[src/sv/sbng_pkg.sv]
`timescale 1ns / 1ps
// Shared types, constants and lookup functions for the Stradella bass note generator.
// No dependencies; every other file refers to this package by scoped names.
package sbng_pkg;

  localparam int NUM_TRACKS_DEFAULT = 16;
  localparam int QUEUE_DEPTH        = 2;
  localparam int SLOTS              = 10;  // five chord positions, each with an octave copy
  localparam int POSITIONS          = 5;

  localparam logic [2:0] ROW_BASS    = 3'd1;
  localparam logic [6:0] NOTE_MAX    = 7'd127;
  localparam logic [6:0] OCTAVE      = 7'd12;
  localparam logic [7:0] PERCENT_MAX = 8'd150;
  localparam logic [1:0] DENS_SPARSE = 2'd0;
  localparam logic [1:0] DENS_NORMAL = 2'd1;
  localparam logic [1:0] DENS_DENSE  = 2'd2;

  // config register indexes
  localparam logic [2:0] REG_BASE_NOTE  = 3'd0;
  localparam logic [2:0] REG_OCT_DOUBLE = 3'd1;
  localparam logic [2:0] REG_DENSITY    = 3'd2;
  localparam logic [2:0] REG_BASS_PCT   = 3'd3;
  localparam logic [2:0] REG_CHORD_PCT  = 3'd4;

  typedef struct packed {
    logic [6:0] floor_note;
    logic       oct_copy;
    logic [1:0] density;
    logic [7:0] bass_pct;
    logic [7:0] chord_pct;
  } cfg_t;

  // one press after classification: slot 2k is chord position k, slot 2k+1 its copy
  typedef struct packed {
    logic [7:0]             track;
    logic [3:0]             channel;
    logic [6:0]             velocity;
    logic [SLOTS-1:0]       mask;
    logic [SLOTS-1:0][6:0]  notes;
  } desc_t;

  // circle of fifths, semitones above the bass range floor
  function automatic logic [3:0] fifths(input logic [3:0] col);
    logic [3:0] r;
    case (col)
      4'd0:    r = 4'd0;
      4'd1:    r = 4'd7;
      4'd2:    r = 4'd2;
      4'd3:    r = 4'd9;
      4'd4:    r = 4'd4;
      4'd5:    r = 4'd11;
      4'd6:    r = 4'd6;
      4'd7:    r = 4'd1;
      4'd8:    r = 4'd8;
      4'd9:    r = 4'd3;
      4'd10:   r = 4'd10;
      4'd11:   r = 4'd5;
      default: r = 4'd0;
    endcase
    return r;
  endfunction

  // interval of chord position pos for row kind row
  function automatic logic [3:0] row_interval(input logic [2:0] row, input logic [2:0] pos);
    logic [3:0] r;
    r = 4'd0;
    case (row)
      3'd0: if (pos == 3'd1) r = 4'd7;
      3'd1: if (pos == 3'd1) r = 4'd12;
      3'd2: case (pos)
              3'd1:    r = 4'd4;
              3'd2:    r = 4'd7;
              3'd3:    r = 4'd12;
              default: r = 4'd0;
            endcase
      3'd3: case (pos)
              3'd1:    r = 4'd3;
              3'd2:    r = 4'd7;
              3'd3:    r = 4'd12;
              default: r = 4'd0;
            endcase
      3'd4: case (pos)
              3'd1:    r = 4'd4;
              3'd2:    r = 4'd7;
              3'd3:    r = 4'd10;
              3'd4:    r = 4'd12;
              default: r = 4'd0;
            endcase
      3'd5: case (pos)
              3'd1:    r = 4'd3;
              3'd2:    r = 4'd6;
              3'd3:    r = 4'd9;
              3'd4:    r = 4'd12;
              default: r = 4'd0;
            endcase
      default: r = 4'd0;
    endcase
    return r;
  endfunction

  function automatic logic [2:0] row_count(input logic [2:0] row);
    logic [2:0] r;
    if (row < 3'd2)      r = 3'd2;
    else if (row < 3'd4) r = 3'd4;
    else                 r = 3'd5;
    return r;
  endfunction

endpackage

[src/sv/sbng_front.sv]
`timescale 1ns / 1ps
// Front end: takes button presses, splits row and column, scales velocity and
// builds the note slot list. Depends on sbng_pkg.
module sbng_front #(
  parameter int NUM_TRACKS = sbng_pkg::NUM_TRACKS_DEFAULT
) (
  input  logic               clk,
  input  logic               rst,
  input  sbng_pkg::cfg_t     cfg,
  input  logic               in_valid,
  output logic               in_ready,
  input  logic [7:0]         in_track,
  input  logic [7:0]         in_button,
  input  logic [6:0]         in_velocity,
  input  logic [3:0]         in_channel,
  output logic               push_valid,
  input  logic               push_ready,
  output sbng_pkg::desc_t    push_data
);

  // stage A registers
  logic        a_valid;
  logic [7:0]  a_track;
  logic [3:0]  a_channel;
  logic [2:0]  a_row;
  logic [7:0]  a_bottom;
  logic [14:0] a_prod;

  logic        in_fire;
  logic        track_ok;
  logic        btn_bass;
  logic [15:0] row_mul;
  logic [3:0]  row_full;
  logic [7:0]  row_x20;
  logic [7:0]  col;
  logic [3:0]  col12;
  logic [2:0]  row_code;
  logic [7:0]  pct;

  assign track_ok = {1'b0, in_track} < 9'(NUM_TRACKS);
  // rows 0, 1 and 6 and up all play as bass rows
  assign btn_bass = (in_button < 8'd40) || (in_button >= 8'd120);
  assign pct      = btn_bass ? cfg.bass_pct : cfg.chord_pct;

  always_comb begin
    row_mul  = 16'(in_button) * 16'd205;   // floor(b/20) == (b*205)>>12 for b < 256
    row_full = row_mul[15:12];
    row_x20  = {row_full, 4'b0} + {2'b0, row_full, 2'b0};
    col      = in_button - row_x20;
    col12    = (col[4:0] >= 5'd12) ? 4'(col[4:0] - 5'd12) : col[3:0];
    row_code = (row_full >= 4'd6) ? sbng_pkg::ROW_BASS : row_full[2:0];
  end

  // stage B
  logic        keep;
  logic [27:0] q_mul;
  logic [8:0]  quot;
  logic [6:0]  vel_sat;
  logic [2:0]  count;
  logic        bass_row;
  logic [3:0]  iv   [sbng_pkg::POSITIONS];
  logic [8:0]  sum  [sbng_pkg::POSITIONS];
  logic [sbng_pkg::SLOTS-1:0] mask;
  logic [sbng_pkg::SLOTS-1:0][6:0] notes;

  always_comb begin
    q_mul    = 28'(a_prod) * 28'd5243;  // /100, exact for products below 19051
    quot     = q_mul[27:19];
    vel_sat  = (quot > 9'(sbng_pkg::NOTE_MAX)) ? sbng_pkg::NOTE_MAX : quot[6:0];
    bass_row = a_row <= sbng_pkg::ROW_BASS;
    count    = sbng_pkg::row_count(a_row);
    if (cfg.density == sbng_pkg::DENS_SPARSE && count > 3'd3) begin
      count = 3'd3;
    end else if (cfg.density == sbng_pkg::DENS_DENSE) begin
      count = 3'd5;
    end
    for (int i = 0; i < sbng_pkg::POSITIONS; i++) begin
      iv[i]  = sbng_pkg::row_interval(a_row, 3'(i));
      sum[i] = {1'b0, a_bottom} + 9'(iv[i]);
      mask[2*i]    = (3'(i) < count) && (i == 0 || iv[i] != 4'd0) &&
                     (sum[i] <= 9'(sbng_pkg::NOTE_MAX));
      notes[2*i]   = sum[i][6:0];
      mask[2*i+1]  = mask[2*i] && cfg.oct_copy && bass_row &&
                     (sum[i][6:0] >= sbng_pkg::OCTAVE);
      notes[2*i+1] = sum[i][6:0] - sbng_pkg::OCTAVE;
    end
    keep = |mask;
  end

  assign push_valid        = a_valid && keep;
  assign push_data.track    = a_track;
  assign push_data.channel  = a_channel;
  assign push_data.velocity = vel_sat;
  assign push_data.mask     = mask;
  assign push_data.notes    = notes;

  // a press that sounds nothing leaves stage A without a push
  assign in_ready = !a_valid || !keep || push_ready;
  assign in_fire  = in_valid && in_ready;

  always_ff @(posedge clk) begin
    if (rst) begin
      a_valid <= 1'b0;
    end else if (in_ready) begin
      a_valid <= in_fire && track_ok;
    end
  end

  always_ff @(posedge clk) begin
    if (in_fire) begin
      a_track   <= in_track;
      a_channel <= in_channel;
      a_row     <= row_code;
      a_bottom  <= {1'b0, cfg.floor_note} + {4'b0, sbng_pkg::fifths(col12)};
      a_prod    <= 15'(in_velocity) * 15'(pct);
    end
  end

endmodule

[src/sv/sbng_queue.sv]
`timescale 1ns / 1ps
// Short FIFO of classified presses between front and back end.
// Depends on sbng_pkg for desc_t and the depth.
module sbng_queue (
  input  logic            clk,
  input  logic            rst,
  input  logic            push_valid,
  output logic            push_ready,
  input  sbng_pkg::desc_t push_data,
  output logic            pop_valid,
  input  logic            pop_ready,
  output sbng_pkg::desc_t pop_data
);

  localparam int DEPTH = sbng_pkg::QUEUE_DEPTH;
  localparam int PW    = (DEPTH > 1) ? $clog2(DEPTH) : 1;
  localparam int CW    = $clog2(DEPTH + 1);

  sbng_pkg::desc_t entries [DEPTH];
  logic [PW-1:0] wr_ptr;
  logic [PW-1:0] rd_ptr;
  logic [CW-1:0] fill;
  logic          do_push;
  logic          do_pop;

  assign push_ready = fill != CW'(DEPTH);
  assign pop_valid  = fill != '0;
  assign pop_data   = entries[rd_ptr];
  assign do_push    = push_valid && push_ready;
  assign do_pop     = pop_valid && pop_ready;

  function automatic logic [PW-1:0] bump(input logic [PW-1:0] p);
    return (p == PW'(DEPTH - 1)) ? '0 : p + PW'(1);
  endfunction

  always_ff @(posedge clk) begin
    if (rst) begin
      wr_ptr <= '0;
      rd_ptr <= '0;
      fill   <= '0;
    end else begin
      if (do_push) wr_ptr <= bump(wr_ptr);
      if (do_pop)  rd_ptr <= bump(rd_ptr);
      if (do_push && !do_pop)      fill <= fill + CW'(1);
      else if (do_pop && !do_push) fill <= fill - CW'(1);
    end
  end

  always_ff @(posedge clk) begin
    if (do_push) begin
      entries[wr_ptr] <= push_data;
    end
  end

endmodule

[src/sv/sbng_back.sv]
`timescale 1ns / 1ps
// Back end: walks the slot mask of one press and emits one note word a cycle
// while m_tready is high, through an output register. Depends on sbng_pkg.
module sbng_back (
  input  logic            clk,
  input  logic            rst,
  input  logic            pop_valid,
  output logic            pop_ready,
  input  sbng_pkg::desc_t pop_data,
  output logic            m_tvalid,
  input  logic            m_tready,
  output logic [31:0]     m_tdata,
  output logic            m_tlast
);

  sbng_pkg::desc_t            cur;
  logic                       busy;
  logic [sbng_pkg::SLOTS-1:0] rem;

  logic                       out_load;
  logic [sbng_pkg::SLOTS-1:0] pick;
  logic [sbng_pkg::SLOTS-1:0] rest;
  logic                       last;
  logic [6:0]                 note_sel;

  always_comb begin
    pick     = rem & (-rem);  // lowest pending slot
    rest     = rem & ~pick;
    last     = rest == '0;
    note_sel = '0;
    for (int i = 0; i < sbng_pkg::SLOTS; i++) begin
      note_sel = note_sel | (cur.notes[i] & {7{pick[i]}});
    end
  end

  assign out_load  = busy && (!m_tvalid || m_tready);
  assign pop_ready = !busy || (out_load && last);

  always_ff @(posedge clk) begin
    if (rst) begin
      busy     <= 1'b0;
      m_tvalid <= 1'b0;
    end else begin
      if (pop_valid && pop_ready) begin
        busy <= 1'b1;
      end else if (out_load && last) begin
        busy <= 1'b0;
      end
      if (out_load) begin
        m_tvalid <= 1'b1;
      end else if (m_tready) begin
        m_tvalid <= 1'b0;
      end
    end
  end

  always_ff @(posedge clk) begin
    if (pop_valid && pop_ready) begin
      cur <= pop_data;
      rem <= pop_data.mask;
    end else if (out_load) begin
      rem <= rest;
    end
    if (out_load) begin
      m_tdata <= {6'b0, cur.channel, cur.velocity, note_sel, cur.track};
      m_tlast <= last;
    end
  end

endmodule

[src/sv/stradella_bass_note_generator.sv]
`timescale 1ns / 1ps
// Stradella bass note generator, top level. Holds the config registers and
// ties front end, queue and back end together. Depends on sbng_pkg, sbng_front, sbng_queue and sbng_back.
//
// Usage:
//  - s_* takes one button press per word; m_* gives one note per word, tlast on
//    the final note of a press. cfg_* writes register cfg_index with cfg_data;
//    cfg_ready is always high. Write config only while the block is idle.
//  - Path: after stage A a press passes the queue write, the back end load and
//    the output register.
//  - Throughput: the back end emits one note a cycle while m_tready is high, so a
//    press giving n notes (1..5) gives n words; the front end and the two-word queue
//    keep taking presses meanwhile. Presses with an out-of-range track or no
//    playable note give no words and never reach the queue.
//  - Reset (rst, synchronous) empties every stage and loads the register
//    defaults: base 36, doubling on, normal voicing, 110% bass, 90% chord.
//  - When m_tready is low the current note holds; the queue fills, then
//    s_tready drops until the back end drains.
module stradella_bass_note_generator #(
  parameter int NUM_TRACKS = sbng_pkg::NUM_TRACKS_DEFAULT
) (
  input  logic        clk,
  input  logic        rst,
  input  logic        s_tvalid,
  output logic        s_tready,
  input  logic [31:0] s_tdata,    // [7:0] track_id, [15:8] button, [22:16] key_velocity,
                                  // [26:23] midi_channel, rest zero
  output logic        m_tvalid,
  input  logic        m_tready,
  output logic [31:0] m_tdata,    // [7:0] out_track, [14:8] note_number,
                                  // [21:15] note_velocity, [25:22] out_channel, rest zero
  output logic        m_tlast,    // last_note
  input  logic        cfg_valid,
  output logic        cfg_ready,
  input  logic [2:0]  cfg_index,
  input  logic [7:0]  cfg_data
);

  sbng_pkg::cfg_t  cfg;
  sbng_pkg::desc_t push_data;
  sbng_pkg::desc_t pop_data;
  logic            push_valid;
  logic            push_ready;
  logic            pop_valid;
  logic            pop_ready;

  assign cfg_ready = 1'b1;

  // register writes; out-of-range density and percent values clamp, unknown indexes are ignored
  always_ff @(posedge clk) begin
    if (rst) begin
      cfg.floor_note <= 7'd36;
      cfg.oct_copy   <= 1'b1;
      cfg.density    <= sbng_pkg::DENS_NORMAL;
      cfg.bass_pct   <= 8'd110;
      cfg.chord_pct  <= 8'd90;
    end else if (cfg_valid && cfg_ready) begin
      unique case (cfg_index)
        sbng_pkg::REG_BASE_NOTE:  cfg.floor_note <= cfg_data[6:0];
        sbng_pkg::REG_OCT_DOUBLE: cfg.oct_copy   <= cfg_data[0];
        sbng_pkg::REG_DENSITY:
          cfg.density <= (cfg_data[1:0] > sbng_pkg::DENS_DENSE) ?
                         sbng_pkg::DENS_DENSE : cfg_data[1:0];
        sbng_pkg::REG_BASS_PCT:
          cfg.bass_pct  <= (cfg_data > sbng_pkg::PERCENT_MAX) ? sbng_pkg::PERCENT_MAX : cfg_data;
        sbng_pkg::REG_CHORD_PCT:
          cfg.chord_pct <= (cfg_data > sbng_pkg::PERCENT_MAX) ? sbng_pkg::PERCENT_MAX : cfg_data;
        default: ;
      endcase
    end
  end

  sbng_front #(
    .NUM_TRACKS(NUM_TRACKS)
  ) u_front (
    .clk        (clk),
    .rst        (rst),
    .cfg        (cfg),
    .in_valid   (s_tvalid),
    .in_ready   (s_tready),
    .in_track   (s_tdata[7:0]),
    .in_button  (s_tdata[15:8]),
    .in_velocity(s_tdata[22:16]),
    .in_channel (s_tdata[26:23]),
    .push_valid (push_valid),
    .push_ready (push_ready),
    .push_data  (push_data)
  );

  sbng_queue u_queue (
    .clk       (clk),
    .rst       (rst),
    .push_valid(push_valid),
    .push_ready(push_ready),
    .push_data (push_data),
    .pop_valid (pop_valid),
    .pop_ready (pop_ready),
    .pop_data  (pop_data)
  );

  sbng_back u_back (
    .clk      (clk),
    .rst      (rst),
    .pop_valid(pop_valid),
    .pop_ready(pop_ready),
    .pop_data (pop_data),
    .m_tvalid (m_tvalid),
    .m_tready (m_tready),
    .m_tdata  (m_tdata),
    .m_tlast  (m_tlast)
  );

endmodule

[config.mk]
export PLATFORM = sky130hd
export DESIGN_NAME = stradella_bass_note_generator
export DESIGN_NICKNAME = d
export VERILOG_FILES = /design/src/sv/sbng_pkg.sv /design/src/sv/sbng_front.sv /design/src/sv/sbng_queue.sv /design/src/sv/sbng_back.sv /design/src/sv/stradella_bass_note_generator.sv
export SDC_FILE = /design/constraint.sdc
export NUM_CORES = 1
export LEC_CHECK = 0
export BUFFER_PORTS_ARGS = -buffer_cell sky130_fd_sc_hd__clkbuf_2
export CAP_MARGIN = 20
export CELL_PAD_IN_SITES_DETAIL_PLACEMENT = 0
export CELL_PAD_IN_SITES_GLOBAL_PLACEMENT = 2
export CORE_MARGIN = 4
export CORE_UTILIZATION = 45
export CTS_CLUSTER_SIZE = 14
export DETAILED_ROUTE_END_ITERATION = 8
export PLACE_DENSITY = 0.91
export SYNTH_ARGS = -nofsm -noshare
export SYNTH_HDL_FRONTEND = slang
export SYNTH_HIERARCHICAL = 1
export SYNTH_SLANG_ARGS = --single-unit
[constraint.sdc]
create_clock -name clk -period 9.92 [get_ports clk]
set_input_delay 1.984 -clock clk [delete_from_list [all_inputs] [get_ports clk]]
set_output_delay 1.984 -clock clk [all_outputs]
set_load 0.01 [all_outputs]
==> flow_summary.json <==
{
  "antenna_found_initial": 0,
  "grt_pass1_vias": 13500,
  "fin_skew_ps": 30.8,
  "wl_per_cell_um": 17.4,
  "worst_slew_pin_slew_ps": 1090,
  "slew_viol_final": 0,
  "vias_per_cell": 5.22,
  "ctsResizeCount": 0,
  "post-route-min-period_ps": 9000,
  "drtIter0Drc": 773,
  "ys_warn_count": 6,
  "slew-limit-headroom": 0.272,
  "path_clk_slew_ps": 60,
  "final_area_um2": 25400,
  "drt-pass1-iter-count": 5,
  "grt_max_degree": 78,
  "clock_latency_ps": 570,
  "cts-root-buf": "clkbuf_16",
  "status": "completed",
  "routabilityCongestion": 0.828,
  "die_w_um": 235,
  "io_pins": 84,
  "cts_max_path_buffers": 3,
  "hold_depth": 0,
  "hold_buffers": 0,
  "min_path_type": "flip-flop to flip-flop",
  "port_buffers": 71,
  "cts_max_level": 2,
  "drt_drc_violations_left": 0,
  "grt-ovfl-total": 0,
  "path_class": "input pin to flip-flop",
  "worst_path_largest_cell_delay_ps": 530,
  "syn_inst": 1762,
  "fmax_mhz": 111,
  "worstPathArrival_ps": 9310,
  "crit_path_frequent_cell": "ha_1",
  "dieArea_um2": 55100,
  "async_flop_share": 0,
  "syn_area_per_cell_um2": 13.1,
  "mostFrequentLayoutCells": "edfxtp_1, inv_1, ha_1",
  "cts_sinks": 396,
  "synth_edf_count": 362,
  "rsz0062_at_grt": "no",
  "ant_nets": 0,
  "syn_area_um2": 23100,
  "hpwl_um": 32400,
  "final_common_cell": "edfxtp_1",
  "post_dp_cell_area_um2": 24100,
  "vias": 13300,
  "seq_area_frac_synth": 0.500,
  "grt_pass1_wl_um": 72400,
  "finalCoreUtilization": 0.503,
  "cts_tree": "done",
  "postCtsSetupRepairBufs": 0,
  "cts_inserted_buffers": 42,
  "layout.nets": 2215,
  "drv_cap": 0,
  "wirelength_um": 44100,
  "drive_gt1_frac": 0.155,
  "critPathRequiredTime_ps": 10230,
  "syn_to_final_growth_pct": 9.77,
  "coreArea_um2": 50500,
  "ys_seq_elements": 396,
  "fp-row-count": 82,
  "rr_worst_depth": 18,
  "cp_max_fo": 6,
  "synth_ff_type": "edfxtp_1",
  "setup_viol": 0,
  "hold_violations": 0,
  "cp-start-kind": "input pin",
  "start_util": 0.458,
  "cp-end-kind": "flip-flop",
  "die_h_um": 235,
  "critPathSlowestCell": "fa_1",
  "antenna_cells": 0,
  "setup-tns-final_ps": 0,
  "grtUsageTotal": 0.160,
  "yosysUniqueCellTypes": 82,
  "final.period_utilization": 0.907
}
[layer usage]
layer | vias to the layer above | global-route usage | share of wire
met5 | - | 0 | 0
met4 | 0 | 0.0344 | 0.015
met3 | 46 | 0.0290 | 0.045
met2 | 252 | 0.256 | 0.46
met1 | 6546 | 0.231 | 0.48
li1 | 6409 | - | -
[cell usage after synthesis (all sizes together), types with 3 or more instances]
| library cell | number | area, µm² |
|---|---|---|
| nand3 | 24 | 120 |
| o31ai | 5 | 42.5 |
| o211ai | 4 | 30.0 |
| a2111oi | 3 | 32.5 |
| nand2b | 11 | 68.8 |
| a221o | 8 | 80.1 |
| o2111a | 3 | 33.8 |
| a21oi | 54 | 270 |
| o41ai | 4 | 35.0 |
| nand4b | 9 | 78.8 |
| inv | 223 | 837 |
| xor2 | 30 | 263 |
| o221ai | 4 | 35.0 |
| ha | 217 | 2720 |
| nand3b | 4 | 30.0 |
| fa | 114 | 2280 |
| mux2i | 14 | 144 |
| nor2b | 23 | 144 |
| a22oi | 21 | 158 |
| or3 | 4 | 25.0 |
| a211oi | 6 | 45.0 |
| dfxtp | 34 | 681 |
| o21ai | 41 | 205 |
| nand4 | 7 | 43.8 |
| o22ai | 10 | 113 |
| buf | 48 | 342 |
| a311oi | 3 | 26.3 |
| edfxtp | 362 | 10900 |
| nand2 | 97 | 364 |
| xnor2 | 44 | 393 |
| clkbuf | 11 | 41.3 |
| mux2 | 107 | 1240 |
| nor3b | 4 | 35.0 |
| and3 | 9 | 56.3 |
| nor2 | 64 | 240 |
| a31oi | 5 | 31.3 |
| a221oi | 4 | 35.0 |
| a21o | 29 | 218 |
| or4 | 3 | 30.0 |
| nor3 | 21 | 105 |
| and2 | 22 | 138 |
| or2 | 7 | 43.8 |
| o21a | 5 | 37.5 |
| a211o | 8 | 70.1 |
| nor4 | 4 | 25.0 |
[path summary, 6_finish.rpt]
check	start	endpoint	slack, ps
worst max-delay path	s_tdata[9]	u_front/a_bottom[5]$_DFFE_PP_	920
worst min-delay path	u_back/cur[83]$_DFFE_PP_	u_back/m_tdata[18]$_DFFE_PP_	420
worst max register to register	u_front/a_row[2]$_SDFFCE_PP0P_	u_queue/entries[1][14]$_DFFE_PP_	4000
worst min register to register	u_back/cur[83]$_DFFE_PP_	u_back/m_tdata[18]$_DFFE_PP_	420
[state kept, by name, indices dropped and copies added, names as in the netlist, named ones only]
| signal | count |
|---|---|
| u_queue/rd_ptr | 1 |
| u_front/a_prod | 15 |
| u_front/a_bottom | 8 |
| u_front/a_valid | 1 |
| u_back/m_tdata | 26 |
| cfg | 26 |
| u_queue/wr_ptr | 1 |
| u_back/m_tlast | 1 |
| u_front/a_track | 8 |
| u_back/cur | 89 |
| u_back/m_tvalid | 1 |
| u_front/a_row | 3 |
| u_front/a_channel | 4 |
| u_back/busy | 1 |
| u_queue/fill | 2 |
| u_back/rem | 10 |
| u_queue/entries | 198 |
[final cells by class]
| cell class | instances | area [µm²] |
|---|---|---|
| fillers | 4420 | 25100 |
| flip-flops and latches | 396 | 11600 |
| multi-input cells | 1089 | 10400 |
| clock buffers | 51 | 1100 |
| well taps | 672 | 841 |
| inverters | 223 | 840 |
| repair buffers | 84 | 453 |
| clock inverters | 25 | 183 |
[metrics by stage]
| step | std cells | setup slack, ps | hold WS (ps) |
|---|---|---|---|
| after floorplan | 1767 | 1180 | 400 |
| after global placement | 2463 | 456 | 400 |
| after detailed placement | 2463 | 289 | 405 |
| after CTS | 2539 | 889 | 417 |
| after global routing | 2540 | 238 | 423 |
| final | 2540 | 922 | 416 |
[kinds of logic (layout without fill, tap and decap cells)]
kind of cell	count (synthesis)	after routing	synth area share
flip-flops	396	396	0.500
adder cells (fa/ha/maj)	331	331	0.216
AND/OR/NAND/NOR	323	323	0.0713
buffers and inverters	282	383	0.0528
AO/OA/AOI/OAI	233	233	0.0712
multiplexers	121	121	0.0600
XOR/XNOR	74	74	0.0284
other	2	7	0.000325
[worst max-delay path, delay by kind of cell]
kind                     cells  cell delay [ps]
adder cells (fa/ha/maj)      9             3070
AND/OR/NAND/NOR              3              330
buffers and inverters        6              480
AO/OA/AOI/OAI                8             2040
XOR/XNOR                     6             1000
multiplexers                 1              390
Power is left out: the tool's default activity adds up to more than one toggle a clock period on the data nets, which glitch-free logic cannot reach.
